===== src/design/gce_pkg.sv =====
// gce_pkg: shared types and constants for the glyph color expansion blitter.
// No dependencies; imported by every module of the block.
`default_nettype none

package gce_pkg;

    localparam int PIXELS_PER_BYTE   = 8;
    localparam int MAX_BYTES_PER_ROW = 32;
    localparam int GCE_QUEUE_DEPTH   = 4;

    localparam logic [7:0] TOP_BIT = 8'h80;

    // register index, byte address is 4x
    typedef enum logic [2:0] {
        REG_LINE_PIXELS,
        REG_ORIGIN_X,
        REG_ORIGIN_Y,
        REG_BYTES_PER_ROW,
        REG_GLYPH_ROWS,
        REG_FG_COLOUR,
        REG_BG_COLOUR
    } gce_reg_t;

    typedef struct packed {
        logic [12:0] line_pixels;
        logic [10:0] origin_x;
        logic [10:0] origin_y;
        logic [5:0]  bytes_per_row;
        logic [7:0]  glyph_rows;
        logic [23:0] fg_colour;
        logic [23:0] bg_colour;
    } gce_cfg_t;

    // one classified font byte, queued between front and back
    typedef struct packed {
        logic [7:0]  bits;
        logic [23:0] row_base;
        logic [11:0] col;
        logic        glyph_end;
    } gce_entry_t;

endpackage

`default_nettype wire


===== src/design/glyph_color_expansion_blit.sv =====
// glyph_color_expansion_blit: top level, APB register bank plus front, queue, back.
// Depends on gce_pkg, gce_front, gce_queue, gce_expand.
//
//   channel  dir  handshake        payload
//   s_       in   s_valid/s_ready  s_font_byte[7:0]
//   m_       out  m_valid/m_ready  m_pixel_index[23:0], m_pixel_colour[23:0],
//                                  m_last_of_byte, m_last_of_glyph
//   apb      in   psel/penable     paddr[4:0], pwdata[31:0], prdata[31:0], pready
//
// Each font byte yields eight pixel writes, one per cycle while m_ready is high;
// that rate is set by the single-pixel output port of the expander.
// An accepted byte passes the queue, the load registers and the output reg before its first pixel leaves.
// The queue holds QUEUE_DEPTH bytes; s_ready drops only when it is full.
// Synchronous active-low reset restores register defaults and clears counters.
`default_nettype none

module glyph_color_expansion_blit import gce_pkg::*; #(
    parameter int QUEUE_DEPTH = GCE_QUEUE_DEPTH
) (
    input  wire logic        aclk,
    input  wire logic        aresetn,
    input  wire logic        psel,
    input  wire logic        penable,
    input  wire logic        pwrite,
    input  wire logic [4:0]  paddr,
    input  wire logic [31:0] pwdata,
    output logic [31:0]      prdata,
    output logic             pready,
    input  wire logic        s_valid,
    output logic             s_ready,
    input  wire logic [7:0]  s_font_byte,
    output logic             m_valid,
    input  wire logic        m_ready,
    output logic [23:0]      m_pixel_index,
    output logic [23:0]      m_pixel_colour,
    output logic             m_last_of_byte,
    output logic             m_last_of_glyph
);

    gce_cfg_t   cfg_reg;
    gce_reg_t   reg_sel;
    logic       wr_en;
    logic       q_full;
    logic       push;
    gce_entry_t push_entry;
    logic       pop;
    logic       q_not_empty;
    gce_entry_t q_entry;

    assign pready  = 1'b1;
    assign reg_sel = gce_reg_t'(paddr[4:2]);
    assign wr_en   = psel && penable && pwrite;

    always_ff @(posedge aclk) begin
        if (!aresetn) begin
            cfg_reg.line_pixels   <= 13'd1024;
            cfg_reg.origin_x      <= 11'd0;
            cfg_reg.origin_y      <= 11'd0;
            cfg_reg.bytes_per_row <= 6'd4;
            cfg_reg.glyph_rows    <= 8'd32;
            cfg_reg.fg_colour     <= 24'h000000;
            cfg_reg.bg_colour     <= 24'hFFFFFF;
        end else if (wr_en) begin
            case (reg_sel)
                REG_LINE_PIXELS:   cfg_reg.line_pixels   <= pwdata[12:0];
                REG_ORIGIN_X:      cfg_reg.origin_x      <= pwdata[10:0];
                REG_ORIGIN_Y:      cfg_reg.origin_y      <= pwdata[10:0];
                REG_BYTES_PER_ROW: cfg_reg.bytes_per_row <= pwdata[5:0];
                REG_GLYPH_ROWS:    cfg_reg.glyph_rows    <= pwdata[7:0];
                REG_FG_COLOUR:     cfg_reg.fg_colour     <= pwdata[23:0];
                REG_BG_COLOUR:     cfg_reg.bg_colour     <= pwdata[23:0];
                default: ;
            endcase
        end
    end

    always_comb begin
        case (reg_sel)
            REG_LINE_PIXELS:   prdata = {19'b0, cfg_reg.line_pixels};
            REG_ORIGIN_X:      prdata = {21'b0, cfg_reg.origin_x};
            REG_ORIGIN_Y:      prdata = {21'b0, cfg_reg.origin_y};
            REG_BYTES_PER_ROW: prdata = {26'b0, cfg_reg.bytes_per_row};
            REG_GLYPH_ROWS:    prdata = {24'b0, cfg_reg.glyph_rows};
            REG_FG_COLOUR:     prdata = {8'b0, cfg_reg.fg_colour};
            REG_BG_COLOUR:     prdata = {8'b0, cfg_reg.bg_colour};
            default:           prdata = 32'd0;
        endcase
    end

    gce_front u_front (
        .aclk        (aclk),
        .aresetn     (aresetn),
        .cfg         (cfg_reg),
        .s_valid     (s_valid),
        .s_ready     (s_ready),
        .s_font_byte (s_font_byte),
        .q_full      (q_full),
        .push        (push),
        .push_entry  (push_entry)
    );

    gce_queue #(
        .DEPTH (QUEUE_DEPTH)
    ) u_queue (
        .aclk       (aclk),
        .aresetn    (aresetn),
        .push       (push),
        .push_entry (push_entry),
        .full       (q_full),
        .pop        (pop),
        .not_empty  (q_not_empty),
        .pop_entry  (q_entry)
    );

    gce_expand u_expand (
        .aclk            (aclk),
        .aresetn         (aresetn),
        .cfg             (cfg_reg),
        .q_not_empty     (q_not_empty),
        .q_entry         (q_entry),
        .pop             (pop),
        .m_valid         (m_valid),
        .m_ready         (m_ready),
        .m_pixel_index   (m_pixel_index),
        .m_pixel_colour  (m_pixel_colour),
        .m_last_of_byte  (m_last_of_byte),
        .m_last_of_glyph (m_last_of_glyph)
    );

endmodule

`default_nettype wire


===== src/design/gce_front.sv =====
// gce_front: accepts font bytes, tracks row/byte position, computes the row base
// and column of each byte. Depends on gce_pkg.
`default_nettype none

module gce_front import gce_pkg::*; (
    input  wire logic       aclk,
    input  wire logic       aresetn,
    input  wire gce_cfg_t   cfg,
    input  wire logic       s_valid,
    output logic            s_ready,
    input  wire logic [7:0] s_font_byte,
    input  wire logic       q_full,
    output logic            push,
    output gce_entry_t      push_entry
);

    logic [7:0]  row_count_reg, row_count_next;
    logic [4:0]  byte_count_reg, byte_count_next;
    logic [5:0]  bpr_eff;
    logic [7:0]  rows_eff;
    logic        row_end;
    logic        glyph_end;
    logic [11:0] row_pos;
    logic [24:0] row_product;

    always_comb begin
        if (cfg.bytes_per_row == 6'd0) begin
            bpr_eff = 6'd1;
        end else if (cfg.bytes_per_row > 6'(MAX_BYTES_PER_ROW)) begin
            bpr_eff = 6'(MAX_BYTES_PER_ROW);
        end else begin
            bpr_eff = cfg.bytes_per_row;
        end
        rows_eff = (cfg.glyph_rows == 8'd0) ? 8'd1 : cfg.glyph_rows;
    end

    assign row_end   = {1'b0, byte_count_reg} >= (bpr_eff - 6'd1);
    assign glyph_end = row_end && (row_count_reg >= (rows_eff - 8'd1));

    assign row_pos     = {1'b0, cfg.origin_y} + {4'b0, row_count_reg};
    assign row_product = {13'b0, row_pos} * {12'b0, cfg.line_pixels};

    assign s_ready = !q_full;
    assign push    = s_valid && s_ready;

    always_comb begin
        push_entry.bits      = s_font_byte;
        push_entry.row_base  = row_product[23:0];
        push_entry.col       = {1'b0, cfg.origin_x} + {4'b0, byte_count_reg, 3'b000};
        push_entry.glyph_end = glyph_end;
    end

    always_comb begin
        row_count_next  = row_count_reg;
        byte_count_next = byte_count_reg;
        if (push) begin
            if (row_end) begin
                byte_count_next = 5'd0;
                row_count_next  = glyph_end ? 8'd0 : row_count_reg + 8'd1;
            end else begin
                byte_count_next = byte_count_reg + 5'd1;
            end
        end
    end

    always_ff @(posedge aclk) begin
        if (!aresetn) begin
            row_count_reg  <= 8'd0;
            byte_count_reg <= 5'd0;
        end else begin
            row_count_reg  <= row_count_next;
            byte_count_reg <= byte_count_next;
        end
    end

endmodule

`default_nettype wire


===== src/design/gce_queue.sv =====
// gce_queue: short FIFO of classified font bytes between front and back.
// Depends on gce_pkg.
`default_nettype none

module gce_queue import gce_pkg::*; #(
    parameter int DEPTH = GCE_QUEUE_DEPTH
) (
    input  wire logic       aclk,
    input  wire logic       aresetn,
    input  wire logic       push,
    input  wire gce_entry_t push_entry,
    output logic            full,
    input  wire logic       pop,
    output logic            not_empty,
    output gce_entry_t      pop_entry
);

    localparam int PTR_W = (DEPTH > 1) ? $clog2(DEPTH) : 1;
    localparam int CNT_W = $clog2(DEPTH + 1);

    gce_entry_t       mem_reg [DEPTH];
    logic [PTR_W-1:0] wr_ptr_reg, rd_ptr_reg;
    logic [CNT_W-1:0] count_reg;

    assign full      = (count_reg == CNT_W'(DEPTH));
    assign not_empty = (count_reg != '0);
    assign pop_entry = mem_reg[rd_ptr_reg];

    always_ff @(posedge aclk) begin
        if (push) begin
            mem_reg[wr_ptr_reg] <= push_entry;
        end
    end

    always_ff @(posedge aclk) begin
        if (!aresetn) begin
            wr_ptr_reg <= '0;
            rd_ptr_reg <= '0;
            count_reg  <= '0;
        end else begin
            if (push) begin
                wr_ptr_reg <= (wr_ptr_reg == PTR_W'(DEPTH - 1)) ? '0 : wr_ptr_reg + 1'b1;
            end
            if (pop) begin
                rd_ptr_reg <= (rd_ptr_reg == PTR_W'(DEPTH - 1)) ? '0 : rd_ptr_reg + 1'b1;
            end
            if (push && !pop) begin
                count_reg <= count_reg + 1'b1;
            end else if (pop && !push) begin
                count_reg <= count_reg - 1'b1;
            end
        end
    end

    a_count_bound: assert property (@(posedge aclk) disable iff (!aresetn)
        count_reg <= CNT_W'(DEPTH))
        else $error("queue count past depth");

    a_ptr_agree: assert property (@(posedge aclk) disable iff (!aresetn)
        (wr_ptr_reg == rd_ptr_reg) == (count_reg == '0 || count_reg == CNT_W'(DEPTH)))
        else $error("queue pointers disagree with count");

endmodule

`default_nettype wire


===== src/design/gce_expand.sv =====
// gce_expand: turns each queued font byte into eight pixel writes, MSB first,
// through a registered output stage. Depends on gce_pkg.
`default_nettype none

module gce_expand import gce_pkg::*; (
    input  wire logic        aclk,
    input  wire logic        aresetn,
    input  wire gce_cfg_t    cfg,
    input  wire logic        q_not_empty,
    input  wire gce_entry_t  q_entry,
    output logic             pop,
    output logic             m_valid,
    input  wire logic        m_ready,
    output logic [23:0]      m_pixel_index,
    output logic [23:0]      m_pixel_colour,
    output logic             m_last_of_byte,
    output logic             m_last_of_glyph
);

    localparam logic [2:0] LAST_PIX = 3'(PIXELS_PER_BYTE - 1);

    logic        busy_reg;
    logic [7:0]  bits_reg;
    logic [23:0] index_reg;
    logic [2:0]  pix_cnt_reg;
    logic        glyph_end_reg;

    logic        m_valid_reg;
    logic [23:0] m_index_reg;
    logic [23:0] m_colour_reg;
    logic        m_lbyte_reg;
    logic        m_lglyph_reg;

    logic        emit;
    logic        byte_done;

    assign emit      = busy_reg && (!m_valid_reg || m_ready);
    assign byte_done = emit && (pix_cnt_reg == LAST_PIX);
    assign pop       = q_not_empty && (!busy_reg || byte_done);

    assign m_valid         = m_valid_reg;
    assign m_pixel_index   = m_index_reg;
    assign m_pixel_colour  = m_colour_reg;
    assign m_last_of_byte  = m_lbyte_reg;
    assign m_last_of_glyph = m_lglyph_reg;

    always_ff @(posedge aclk) begin
        if (!aresetn) begin
            busy_reg    <= 1'b0;
            pix_cnt_reg <= 3'd0;
            m_valid_reg <= 1'b0;
        end else begin
            if (pop) begin
                busy_reg    <= 1'b1;
                pix_cnt_reg <= 3'd0;
            end else if (byte_done) begin
                busy_reg    <= 1'b0;
                pix_cnt_reg <= 3'd0;
            end else if (emit) begin
                pix_cnt_reg <= pix_cnt_reg + 3'd1;
            end
            if (emit) begin
                m_valid_reg <= 1'b1;
            end else if (m_ready) begin
                m_valid_reg <= 1'b0;
            end
        end
    end

    always_ff @(posedge aclk) begin
        if (pop) begin
            bits_reg      <= q_entry.bits;
            index_reg     <= q_entry.row_base + {12'b0, q_entry.col};
            glyph_end_reg <= q_entry.glyph_end;
        end else if (emit) begin
            bits_reg  <= {bits_reg[6:0], 1'b0};
            index_reg <= index_reg + 24'd1;
        end
        if (emit) begin
            m_index_reg  <= index_reg;
            m_colour_reg <= ((bits_reg & TOP_BIT) != 8'd0) ? cfg.fg_colour : cfg.bg_colour;
            m_lbyte_reg  <= (pix_cnt_reg == LAST_PIX);
            m_lglyph_reg <= (pix_cnt_reg == LAST_PIX) && glyph_end_reg;
        end
    end

    a_glyph_implies_byte: assert property (@(posedge aclk) disable iff (!aresetn)
        m_valid_reg && m_lglyph_reg |-> m_lbyte_reg)
        else $error("glyph end flagged off a byte boundary");

    a_idle_count_zero: assert property (@(posedge aclk) disable iff (!aresetn)
        !busy_reg |-> pix_cnt_reg == 3'd0)
        else $error("pixel counter nonzero while idle");

    a_mid_byte_pending: assert property (@(posedge aclk) disable iff (!aresetn)
        busy_reg && pix_cnt_reg != 3'd0 |-> m_valid_reg)
        else $error("output stage empty in the middle of a byte");

endmodule

`default_nettype wire


===== config.mk =====
export PLATFORM = sky130hd
export DESIGN_NAME = glyph_color_expansion_blit
export DESIGN_NICKNAME = d
export VERILOG_FILES = /design/src/design/gce_pkg.sv /design/src/design/glyph_color_expansion_blit.sv /design/src/design/gce_front.sv /design/src/design/gce_queue.sv /design/src/design/gce_expand.sv
export SDC_FILE = /design/constraint.sdc
export NUM_CORES = 1
export LEC_CHECK = 0
export CAP_MARGIN = 15
export CELL_PAD_IN_SITES_DETAIL_PLACEMENT = 1
export CELL_PAD_IN_SITES_GLOBAL_PLACEMENT = 1
export CORE_MARGIN = 5
export CORE_UTILIZATION = 45
export CTS_BUF_LIST = sky130_fd_sc_hd__clkbuf_8 sky130_fd_sc_hd__clkbuf_16
export DETAILED_ROUTE_END_ITERATION = 7
export DONT_BUFFER_PORTS = 1
export GPL_TIMING_DRIVEN = 0
export PLACE_DENSITY_LB_ADDON = 0.1
export RECOVER_POWER = 50
export REMOVE_ABC_BUFFERS = 1
export SETUP_SLACK_MARGIN = 0.02
export SKIP_CTS_REPAIR_TIMING = 1
export SYNTH_ARGS = -nofsm -noshare
export SYNTH_HDL_FRONTEND = slang
export SYNTH_SLANG_ARGS = --single-unit
export TNS_END_PERCENT = 30

===== constraint.sdc =====
create_clock -name aclk -period 8.74 [get_ports aclk]
set_clock_uncertainty 0.2 [all_clocks]
set_input_delay 0.874 -clock aclk [delete_from_list [all_inputs] [get_ports aclk]]
set_output_delay 0.874 -clock aclk [all_outputs]
set_load 0.1 [all_outputs]

Yosys cells after proc, flatten, opt, wreduce, memory -nomap -nowiden
Memories as Yosys holds them, arrays and structs flattened. A register that Yosys moved wholly into a read port is not among the register bits.
Cells that the tools add are included.
{"block": "word_totals", "regBits": 205, "latch_bits": 0, "ramBits": 180, "romBits": 0, "input_bits": 52, "output_inout_bits": 85, "wordCells": 108, "n_memories": 1}
{"name": "u_queue.mem_reg", "words": 4, "word_bits": 45, "rd": 1, "rd_clocked_by_memory_dff": 1, "wr": 1, "line_no": "gce_queue.sv:21", "text": "gce_entry_t mem_reg [DEPTH];"}
{"block": "op_classes", "n_addsub": 13, "n_mul": 1, "n_div": 0, "n_lt_le_gt_ge": 3, "n_eq_ne": 10, "shifts": 0, "mux": 23, "n_bitwise": 1, "n_reduce_logical": 34}
{"cell": "one-hot mux 24 bit (7 select lines)", "count": 1}
{"cell": "two-way mux 24 bit", "count": 3}
{"cell": "two-way mux 8 bit", "count": 4}
{"cell": "adder 11 x 8 -> 12 bit", "count": 2}
{"cell": "adder 24 x 1 -> 24 bit (second input constant)", "count": 1}
{"cell": "adder 24 x 12 -> 24 bit", "count": 1}
{"cell": "multiplier 12 x 13 -> 24 bit", "count": 1}
{"cell": "AND reduction 2 bit", "count": 8}
{"cell": "equality test 3 bit (second input constant)", "count": 5}
{"cell": "two-way mux 6 bit", "count": 2}
{"cell": "logical AND 1 bit", "count": 10}
{"cell": "adder 8 x 1 -> 8 bit (second input constant)", "count": 1}
{"cell": "greater-or-equal comparator 8 bit", "count": 1}
{"cell": "logical NOT 8 bit", "count": 1}
{"cell": "two-way mux 2 bit", "count": 4}
{"cell": "nonzero test 2 bit", "count": 4}
{"cell": "subtractor 8 x 1 -> 8 bit (second input constant)", "count": 1}
{"cell": "adder 3 x 1 -> 3 bit (second input constant)", "count": 2}
{"cell": "equality test 3 x 2 -> 1 bit (second input constant)", "count": 2}
{"cell": "greater-or-equal comparator 5 x 6 -> 1 bit", "count": 1}
{"cell": "greater-than comparator 6 bit (second input constant)", "count": 1}
{"cell": "logical NOT 6 bit", "count": 1}
{"cell": "two-way mux 1 bit", "count": 6}
{"cell": "two-way mux 3 bit", "count": 2}
{"cell": "other kinds (13)", "count": 20}

Logic depth before layout (Yosys ltp)
Gate-level depths: netlist (run 1).
{"block": "depth", "word_depth": 9, "ltp_mapped": 28, "mapped_depth_nobuf": 27}

Hierarchy
Synthesis (run 1) repeated with hierarchy kept, for this count alone.
{"block": "unflattened", "cells_unflattened": 2066, "area_unflattened_um2": 23572.6}
{"module": "gce_front", "n_inst": 1, "cells_each": 886, "area_each_um2": 7277.0}
{"module": "gce_queue", "n_inst": 1, "cells_each": 279, "area_each_um2": 7013.0}
{"module": "gce_expand", "n_inst": 1, "cells_each": 405, "area_each_um2": 4762.1}
{"module": "glyph_color_expansion_blit", "n_inst": 1, "cells_each": 496, "area_each_um2": 4520.6}

Least setup slack after synthesis (run 1)
Ideal clock, no wire load.
{"block": "synth_path", "kind": "register to register", "from": "reg u_front.row_count_reg[0]", "to": "mem u_queue.mem_reg[0][35] (netlist bit), data pin", "t_arrival_ns": 6.749, "path_slack_ns": 1.508, "stages_incl_launch_ff": 26, "n_path_buf": 1, "period_less_slack_ns": 7.232, "path_cell_list": "dfxtp_1 ha_1 fa_1 a21o_1 a21oi_1 nor2b_1 o21a_1 o2111ai_1 xnor2_1 clkbuf_1 nand2_1 fa_1 fa_1 inv_1 fa_1 fa_1 inv_1 fa_1 inv_1 ha_1 a211o_1 o311ai_4 o31ai_2 o41a_4 a221oi_2 o211ai_1"}
{"item": "start: declaration", "line_no": "gce_front.sv:17", "text": "logic [7:0] row_count_reg, row_count_next;"}
{"item": "start signal: assignment", "line_no": "gce_front.sv:71", "text": "row_count_reg <= row_count_next;"}
{"item": "end: declaration", "line_no": "gce_queue.sv:21"}

==> impl_metrics.ini, run 1 <==
[critical_path]
cp-start-kind = register
critical_path_buf_inv_count = 4
end_kind = register
cpPeakStageDelay_ns = 0.55
path_common_cell = fa_1
required_ns = 8.88
cp_top_family = adder cells
cp_slowest_cell = fa_1
crit_fanout = 11
crit_type = reg2reg
arrival_ns = 8.19

[logic_synthesis]
synth_edf_count = 263
netlist.area_leader.share_pct = 35.05
synthCells = 2005
yosysWarnings = 0
synth_flop_cell = edfxtp_1
ys_ff_latch = 387
synth_area_per_cell_um2 = 11.24
yosysTopAreaCell = edfxtp_1
ys_top_cells_by_area = edfxtp_1, dfxtp_1, fa_1
yosysSeqAreaShare_pct = 46.07
synthesis.area_um2 = 22530
ys_async_sr_fraction_pct = 0
synth_cell_type_count = 75

[global_routing]
grt_use_total_pct = 20.68
grt_max_degree = 114
grt_pass1_wl_um = 88290
grt-ovfl-total = 0
antenna_found_initial = 0
grt_pass1_vias = 15560

[floorplanning]
dieWidth_um = 233.8
num_rows = 82
dieArea_um2 = 54640
initial_core_util_pct = 45.18
io_pins = 137
die_h_um = 233.8
core-area_um2 = 49860

[sta]
fin_crit_sh_pct = 92.10
hold_viol_final = 0
relSlewSlack_pct = -113.5
rsz0062_at_grt = false
worst-slew-pin-transition_ns = 3.203
setup_violations = 0
max_freq_ghz = 0.1242
fin_setup_tns_ns = 0
min_period_ns = 8.050
final_max_slew_viol_count = 78

[routing]
vias = 14530
ant_nets = 0
drc = 0
via_per_inst = 5.402
drtIter0Drc = 671
finalWirelength_um = 56030
firstDrtPassIters = 5
post_drt_wl_per_cell_um = 20.84

[clock_tree]
clkLatencyLatePin_ns = 0.58
htree_levels = 2
path_clk_slew_ns = 0.06
numCtsBuffers = 44
clk_root_buffer_cell = clkbuf_16
cts_buffer_depth = 3
cts_tree = done
clkSinkCount = 387

[min_path]
hold_path_class = in2reg

[power_and_ir_drop]
p_leak_uw = 0.009687
powerDensity_nw_per_um2 = 259.4
vdd.ir_drop.worst_mv = 0.2120

[flow_run]
drv_cap = 3

[finish]
layout.cells.non_filler = 2689
layout_common_cells = nand2_1, edfxtp_1, inv_1, dfxtp_1, fa_1
final_common_cell = nand2_1
layout.nets = 2255
largest_register_ffs = 180
drive_above_1_share_pct = 9.529
syn_to_final_growth_pct = 10.54

[place]
post-dp-hpwl_um = 40280
gp_congestion = 0.7981
io_buffer_count = 0
place_inst = 2603

[outcome]
status = finished, violations left
violations = capacitance limit, slew limit
area by class of cell:
class                      instances  area, um^2
sequential                       387       10390
inverter                         172       645.6
timing repair buffer              23       337.8
clock inverter                    37       395.4
clock buffer                      45        1126
multi-input combinational       1351       11170
tap                              672       840.8
fill                            5274       24960
antenna                            2       5.005
per-layer routing:
layer	up-vias	part of all wire, %	GRT usage (%)
met5	-	0	0
met4	0	1.7	4.570
met3	66	4.4	3.814
met2	214	50	36.04
met1	7403	44	27.12
li1	6842	-	-
through the flow:
stage | instance area, um^2 | hold WS [ns] | setup slack (ns) | total power (uW) | util (%)
after floorplan | 22120 | 0.2411 | 1.575 | 4183 | -
after global placement | 22960 | 0.2515 | 0.6870 | 4546 | 46.04
after detailed placement | 23470 | 0.2650 | 0.7192 | 4633 | 47.07
after CTS | 24990 | 0.1483 | 0.7043 | 6570 | 50.12
after global routing | 24900 | 0.1528 | 0.2575 | 6791 | 49.93
final | 24900 | 0.1733 | 0.6901 | 6460 | 49.94
kinds of logic after synthesis:
family	after synthesis	synth area share, %
fa+ha+maj	224	16.21
compound gates	246	7.575
buf+inv	274	4.815
other cells	2	0.03333
simple gates	669	14.06
flops	387	46.07
xor+xnor	90	3.499
mux	113	7.742
where the power goes:
group / switching [uW] / total, uW / internal [uW]
registers: 736 / 3080 / 2350
logic: 837 / 1470 / 631
clock network: 759 / 1910 / 1150
total: 2330 / 6460 / 4130
final timing paths:
kind	from	end	slack (ns)	depth (start not counted)
max	u_front.row_count_reg[0]$_SDFFE_PN0P_	u_queue.mem_reg[1][36]$_DFFE_PP_	0.69	26
min	aresetn	cfg_reg[14]$_SDFFE_PN1P_	0.17	1
max reg2reg	u_front.row_count_reg[0]$_SDFFE_PN0P_	u_queue.mem_reg[1][36]$_DFFE_PP_	0.69	26
min reg2reg	u_expand.index_reg[23]$_DFFE_PP_	u_expand.m_pixel_index[23]$_DFFE_PP_	0.28	0
cell usage after synthesis, types with 7 or more instances:
cell type	count
nand2b_1	10
fa_1	113
a21boi_1	39
o21a_1	13
ha_1	111
a211oi_1	12
inv_1	170
xnor2_1	66
xor2_1	24
mux2i_1	37
mux2_2	30
or3_1	10
nor2b_1	51
mux4_2	46
a32oi_1	7
clkbuf_1	82
dfxtp_1	124
a21o_1	14
nand2_1	313
a22oi_1	17
nor3_1	23
and2_1	74
o21ai_0	26
nand3_1	49
a21oi_1	48
and3_1	13
buf_4	9
edfxtp_1	263
o21ai_1	17
a21boi_0	14
nor2_1	78
nand4_1	17
Power figures use the tool's default switching activity.
==> inputs of run 2 (changes only) <==
Settings changed: ABC_CLOCK_PERIOD_IN_PS set to 8740, BUFFER_PORTS_ARGS set to -buffer_cell sky130_fd_sc_hd__buf_4, DONT_BUFFER_PORTS 1 to unset, PLACE_DENSITY set to 0.86, PLACE_DENSITY_LB_ADDON 0.1 to unset.
==> impl_metrics.ini, run 2 (synthesized netlist as in run 1, its figures left out) <==
[finish]
drive_above_1_share_pct = 13.17
layout_common_cells = nand2_1, edfxtp_1, inv_1, dfxtp_1
fin_util_pct = 51.14
final_common_cell = nand2_1
layout.cells.non_filler = 2798
seqCellArea_um2 = 10380
layout.nets = 2369
antennaDiodeCount = 0
finish.instance_area_um2 = 25500
syn_to_final_growth_pct = 13.18
fillCellCount = 5319
multiInputGateArea_um2 = 11110
largest_register_ffs = 180

[power_and_ir_drop]
vdd.ir_drop.worst_mv = 0.1777
p_leak_uw = 0.01014
powerDensity_nw_per_um2 = 259.1

[global_routing]
grt_max_degree = 114
grt_use_total_pct = 22.74
grt_pass1_wl_um = 98190
antenna_found_initial = 0
grt-ovfl-total = 0
grt_pass1_vias = 17380

[clock_tree]
cts_tree = done
clkSinkCount = 387
numCtsBuffers = 42
clk_root_buffer_cell = clkbuf_16
path_clk_slew_ns = 0.06
cts_buffer_depth = 3
htree_levels = 2
clkLatencyLatePin_ns = 0.58

[routing]
drc = 0
finalWirelength_um = 62670
via_per_inst = 5.661
ant_nets = 0
post_drt_wl_per_cell_um = 22.40
vias = 15840
drtIter0Drc = 1054
firstDrtPassIters = 5

[critical_path]
crit_fanout = 13
path_common_cell = fa_1
crit_type = reg2reg
cp-start-kind = register
required_ns = 8.82
cpPeakStageDelay_ns = 0.92
end_kind = register
arrival_ns = 8.29
cp_slowest_cell = xnor2_1
critical_path.cell_chain = ha_1, fa_1, a21o_1, a21oi_1, nor2b_1, o21a_1, o2111ai_1, xnor2_1, nand2_1, fa_1, fa_1, inv_1, fa_1, fa_1, inv_1, fa_1, inv_1, ha_1, a211o_1, o311ai_4, o31ai_2, o41a_4, a221oi_2, o211ai_1

[sta]
rsz0062_at_grt = false
relSlewSlack_pct = -190.9
min_period_ns = 8.217
hold_viol_final = 0
max_freq_ghz = 0.1217
final_max_slew_viol_count = 285
worst-slew-pin-transition_ns = 4.363
fin_crit_sh_pct = 94.01
fin_setup_tns_ns = 0
setup_violations = 0
setup_slack_ns = 0.5233

[flow_run]
drv_cap = 6

[floorplanning]
core-area_um2 = 49860
die_h_um = 233.8
io_pins = 137
num_rows = 82
dieWidth_um = 233.8
initial_core_util_pct = 45.18
dieArea_um2 = 54640

[place]
io_buffer_count = 117
pre_cts_ws_ns = 0.6436
placed_area_um2 = 24190
post-dp-hpwl_um = 44200
place_inst = 2718
gp_congestion = 0.8584

[outcome]
violations = capacitance limit, slew limit
status = finished, violations left

[min_path]
hold_path_class = reg2reg
## run 2: layout make-up
| cell class | instances | area share, % |
|---|---|---|
| multi-input cells | 1351 | 43.56 |
| clock buffers | 46 | 4.338 |
| clock inverters | 31 | 1.256 |
| flip-flops and latches | 387 | 40.72 |
| inverters | 172 | 2.532 |
| repair buffers | 139 | 4.289 |
| well taps | 672 | 3.298 |
## run 2: layer usage
metal / vias up / share of wire [%] / global-route usage (%)
met3: 125 / 4.1 / 3.039
met1: 8221 / 41 / 28.53
li1: 7066 / - / -
met4: 0 / 3.2 / 6.919
met2: 427 / 52 / 41.05
met5: - / 0 / 0
## run 2: critical path, delay by kind of cell (launching register included)
kind	cells	cell delay, ns
buffers and inverters	3	0.18
xor gates and xnor gates	1	0.92
AOI/OAI and AO/OA	10	2.19
adders and majority gates	8	3.61
DFF	1	0.49
and+or+nand+nor	2	0.32
## run 2: per-stage QoR
step           hold slack, ns  total power (uW)
2_1_floorplan          0.2411              4183
3_3_place_gp           0.2528              4655
3_5_place_dp           0.2635              4816
4_1_cts                0.2723              6663
5_1_grt                0.2971              6887
6_report               0.2736              6607
## run 2: worst paths after layout
kind	slack, ns	endpoint	start	cells after the start
hold / removal	0.27	u_expand.m_pixel_index[23]$_DFFE_PP_	u_expand.index_reg[23]$_DFFE_PP_	0
setup / recovery	0.52	u_queue.mem_reg[0][35]$_DFFE_PP_	u_front.row_count_reg[0]$_SDFFE_PN0P_	24
hold reg to reg	0.27	u_expand.m_pixel_index[23]$_DFFE_PP_	u_expand.index_reg[23]$_DFFE_PP_	0
setup reg to reg	0.52	u_queue.mem_reg[0][35]$_DFFE_PP_	u_front.row_count_reg[0]$_SDFFE_PN0P_	24
## run 2: report_power, final
| part | internal [uW] | total (uW) | switching, uW |
|---|---|---|---|
| registers | 2340 | 2520 | 173 |
| logic | 742 | 2260 | 1520 |
| clock network | 1070 | 1830 | 762 |
| total | 4150 | 6610 | 2460 |
==> inputs of run 3 (changes only) <==
Settings changed: SLEW_MARGIN set to 10, SYNTH_HIERARCHICAL set to 1.
==> impl_metrics.ini, run 3 <==
[sta]
hold_viol_final = 0
worst-slew-pin-transition_ns = 3.076
max_freq_ghz = 0.1199
rsz0062_at_grt = false
setup_violations = 0
relSlewSlack_pct = -105.0
setup_slack_ns = 0.3998
min_period_ns = 8.340
fin_setup_tns_ns = 0
final_max_slew_viol_count = 207
fin_crit_sh_pct = 95.43
finalHoldWorstSlack_ns = 0.2577

[routing]
post_drt_wl_per_cell_um = 23.67
firstDrtPassIters = 5
via_per_inst = 5.841
finalWirelength_um = 67330
ant_nets = 0
vias = 16610
drtIter0Drc = 1428
drc = 0

[global_routing]
antenna_found_initial = 0
grt_use_total_pct = 23.45
grt_pass1_vias = 18420
grt-ovfl-total = 0
grt_pass1_wl_um = 106400
grt_max_degree = 70

[finish]
layout_common_cells = nand2_1, edfxtp_1, inv_1, dfxtp_1, fa_1
layout.nets = 2410
syn_to_final_growth_pct = 10.38
antennaDiodeCount = 0
final_common_cell = nand2_1
drive_above_1_share_pct = 11.88
layout.cells.non_filler = 2844
largest_register_ffs = 180

[flow_run]
drv_cap = 5

[place]
place_inst = 2766
io_buffer_count = 117
post-dp-hpwl_um = 45940
gp_congestion = 0.8527
pre_cts_ws_ns = -0.007812

[logic_synthesis]
netlist.area_leader.share_pct = 33.50
yosysSeqAreaShare_pct = 44.03
synth_edf_count = 263
yosysMostFrequentCell = nand2_1
ys_ff_latch = 387
yosysWarnings = 6
synthCells = 2066
synthesis.area_um2 = 23570
ys_async_sr_fraction_pct = 0
yosysTopAreaCell = edfxtp_1
synth_flop_cell = edfxtp_1
synth_area_per_cell_um2 = 11.41
synth_cell_type_count = 87
ys_top_cells_by_area = edfxtp_1, dfxtp_1, fa_1
yosys-top-cells-count = nand2_1, edfxtp_1, inv_1

[power_and_ir_drop]
powerDensity_nw_per_um2 = 258.8
pwr-share-clk_pct = 25.8
seqPwrFrac_pct = 38.1
total_power_uw = 6733
vdd.ir_drop.worst_mv = 0.2004
switchingPower_uw = 2670
p_leak_uw = 0.01033
switching_share_pct = 39.65
p_int_uw = 4063
p_comb_share_pct = 36.1

[critical_path]
arrival_ns = 8.43
crit_type = reg2reg
crit_fanout = 13
cp-start-kind = register
end_kind = register
required_ns = 8.83

[clock_tree]
clk_root_buffer_cell = clkbuf_16
clkLatencyLatePin_ns = 0.58
clkSinkCount = 387
cts_buffer_depth = 3
path_clk_slew_ns = 0.06
htree_levels = 2
numCtsBuffers = 42
cts_tree = done

[floorplanning]
io_pins = 137
num_rows = 83
initial_core_util_pct = 45.67
dieArea_um2 = 57060
die_h_um = 238.9
dieWidth_um = 238.9
core-area_um2 = 51610

[outcome]
violations = capacitance limit, slew limit
status = finished, violations left

[min_path]
hold_path_class = reg2reg
==> run 3: final timing paths <==
check | slack [ns] | to | cells after the start | start
worst max-delay path | 0.40 | u_queue/mem_reg[0][36]$_DFFE_PP_ | 23 | u_front/row_count_reg[0]$_SDFFE_PN0P_
worst min-delay path | 0.26 | u_expand/m_pixel_index[22]$_DFFE_PP_ | 0 | u_expand/index_reg[22]$_DFFE_PP_
worst max register to register | 0.40 | u_queue/mem_reg[0][36]$_DFFE_PP_ | 23 | u_front/row_count_reg[0]$_SDFFE_PN0P_
worst min register to register | 0.26 | u_expand/m_pixel_index[22]$_DFFE_PP_ | 0 | u_expand/index_reg[22]$_DFFE_PP_
==> run 3: kinds of logic after synthesis <==
logic type / synth area share, %
xor+xnor: 2.712
fa+ha+maj: 15.49
compound gates: 8.583
flops: 44.03
mux: 11.06
simple gates: 11.75
buf+inv: 6.343
other cells: 0.03186
==> run 3: stage by stage <==
stage | instance area [um^2] | utilization [%]
floorplan | 22910 | -
finish | 26020 | 50.41
global placement | 24640 | 47.74
detailed placement | 24910 | 48.27
CTS | 26240 | 50.83
global route | 26020 | 50.41
==> run 3: worst max-delay path, stage by stage (launching register included) <==
cell and delay [ns]:
dfxtp_1 0.40, ha_1 0.27, fa_1 0.42, a21o_2 0.24, a21oi_2 0.24, o21bai_2 0.12
a2111oi_4 0.49, or2_4 0.39, mux2_2 0.41, fa_1 0.53, fa_1 0.53, inv_1 0.07
fa_1 0.52, fa_1 0.55, inv_1 0.06, fa_1 0.56, inv_1 0.06, ha_1 0.25
a211oi_2 0.37, o21bai_1 0.22, o22ai_2 0.31, a21oi_1 0.17, a311oi_1 0.48, xnor2_1 0.21
==> run 3: final cells by class <==
class	instances	area [um^2]
Fill cell	5434	25590
Multi-Input combinational cell	1354	11770
Sequential cell	387	10380
Clock buffer	47	1131
Timing Repair Buffer	134	887.1
Tap cell	680	850.8
Inverter	215	807.0
Clock inverter	27	190.2
==> run 3: power groups by stage <==
stage	combinational, uW	clock (uW)	sequential, uW
2_1_floorplan	1210	0	3120
3_3_place_gp	2190	0	2640
3_5_place_dp	2420	0	2590
4_1_cts	2490	1760	2570
5_1_grt	2550	1860	2590
6_report	2430	1740	2560
==> run 3: metal layers <==
metal  share of wire, %  track usage, %  vias up
li1                   -               -     7346
met1                 40           28.48     8568
met2                 53           43.00      548
met3                4.4           2.953      149
met4                3.1           8.035        0
met5                  0               0        -
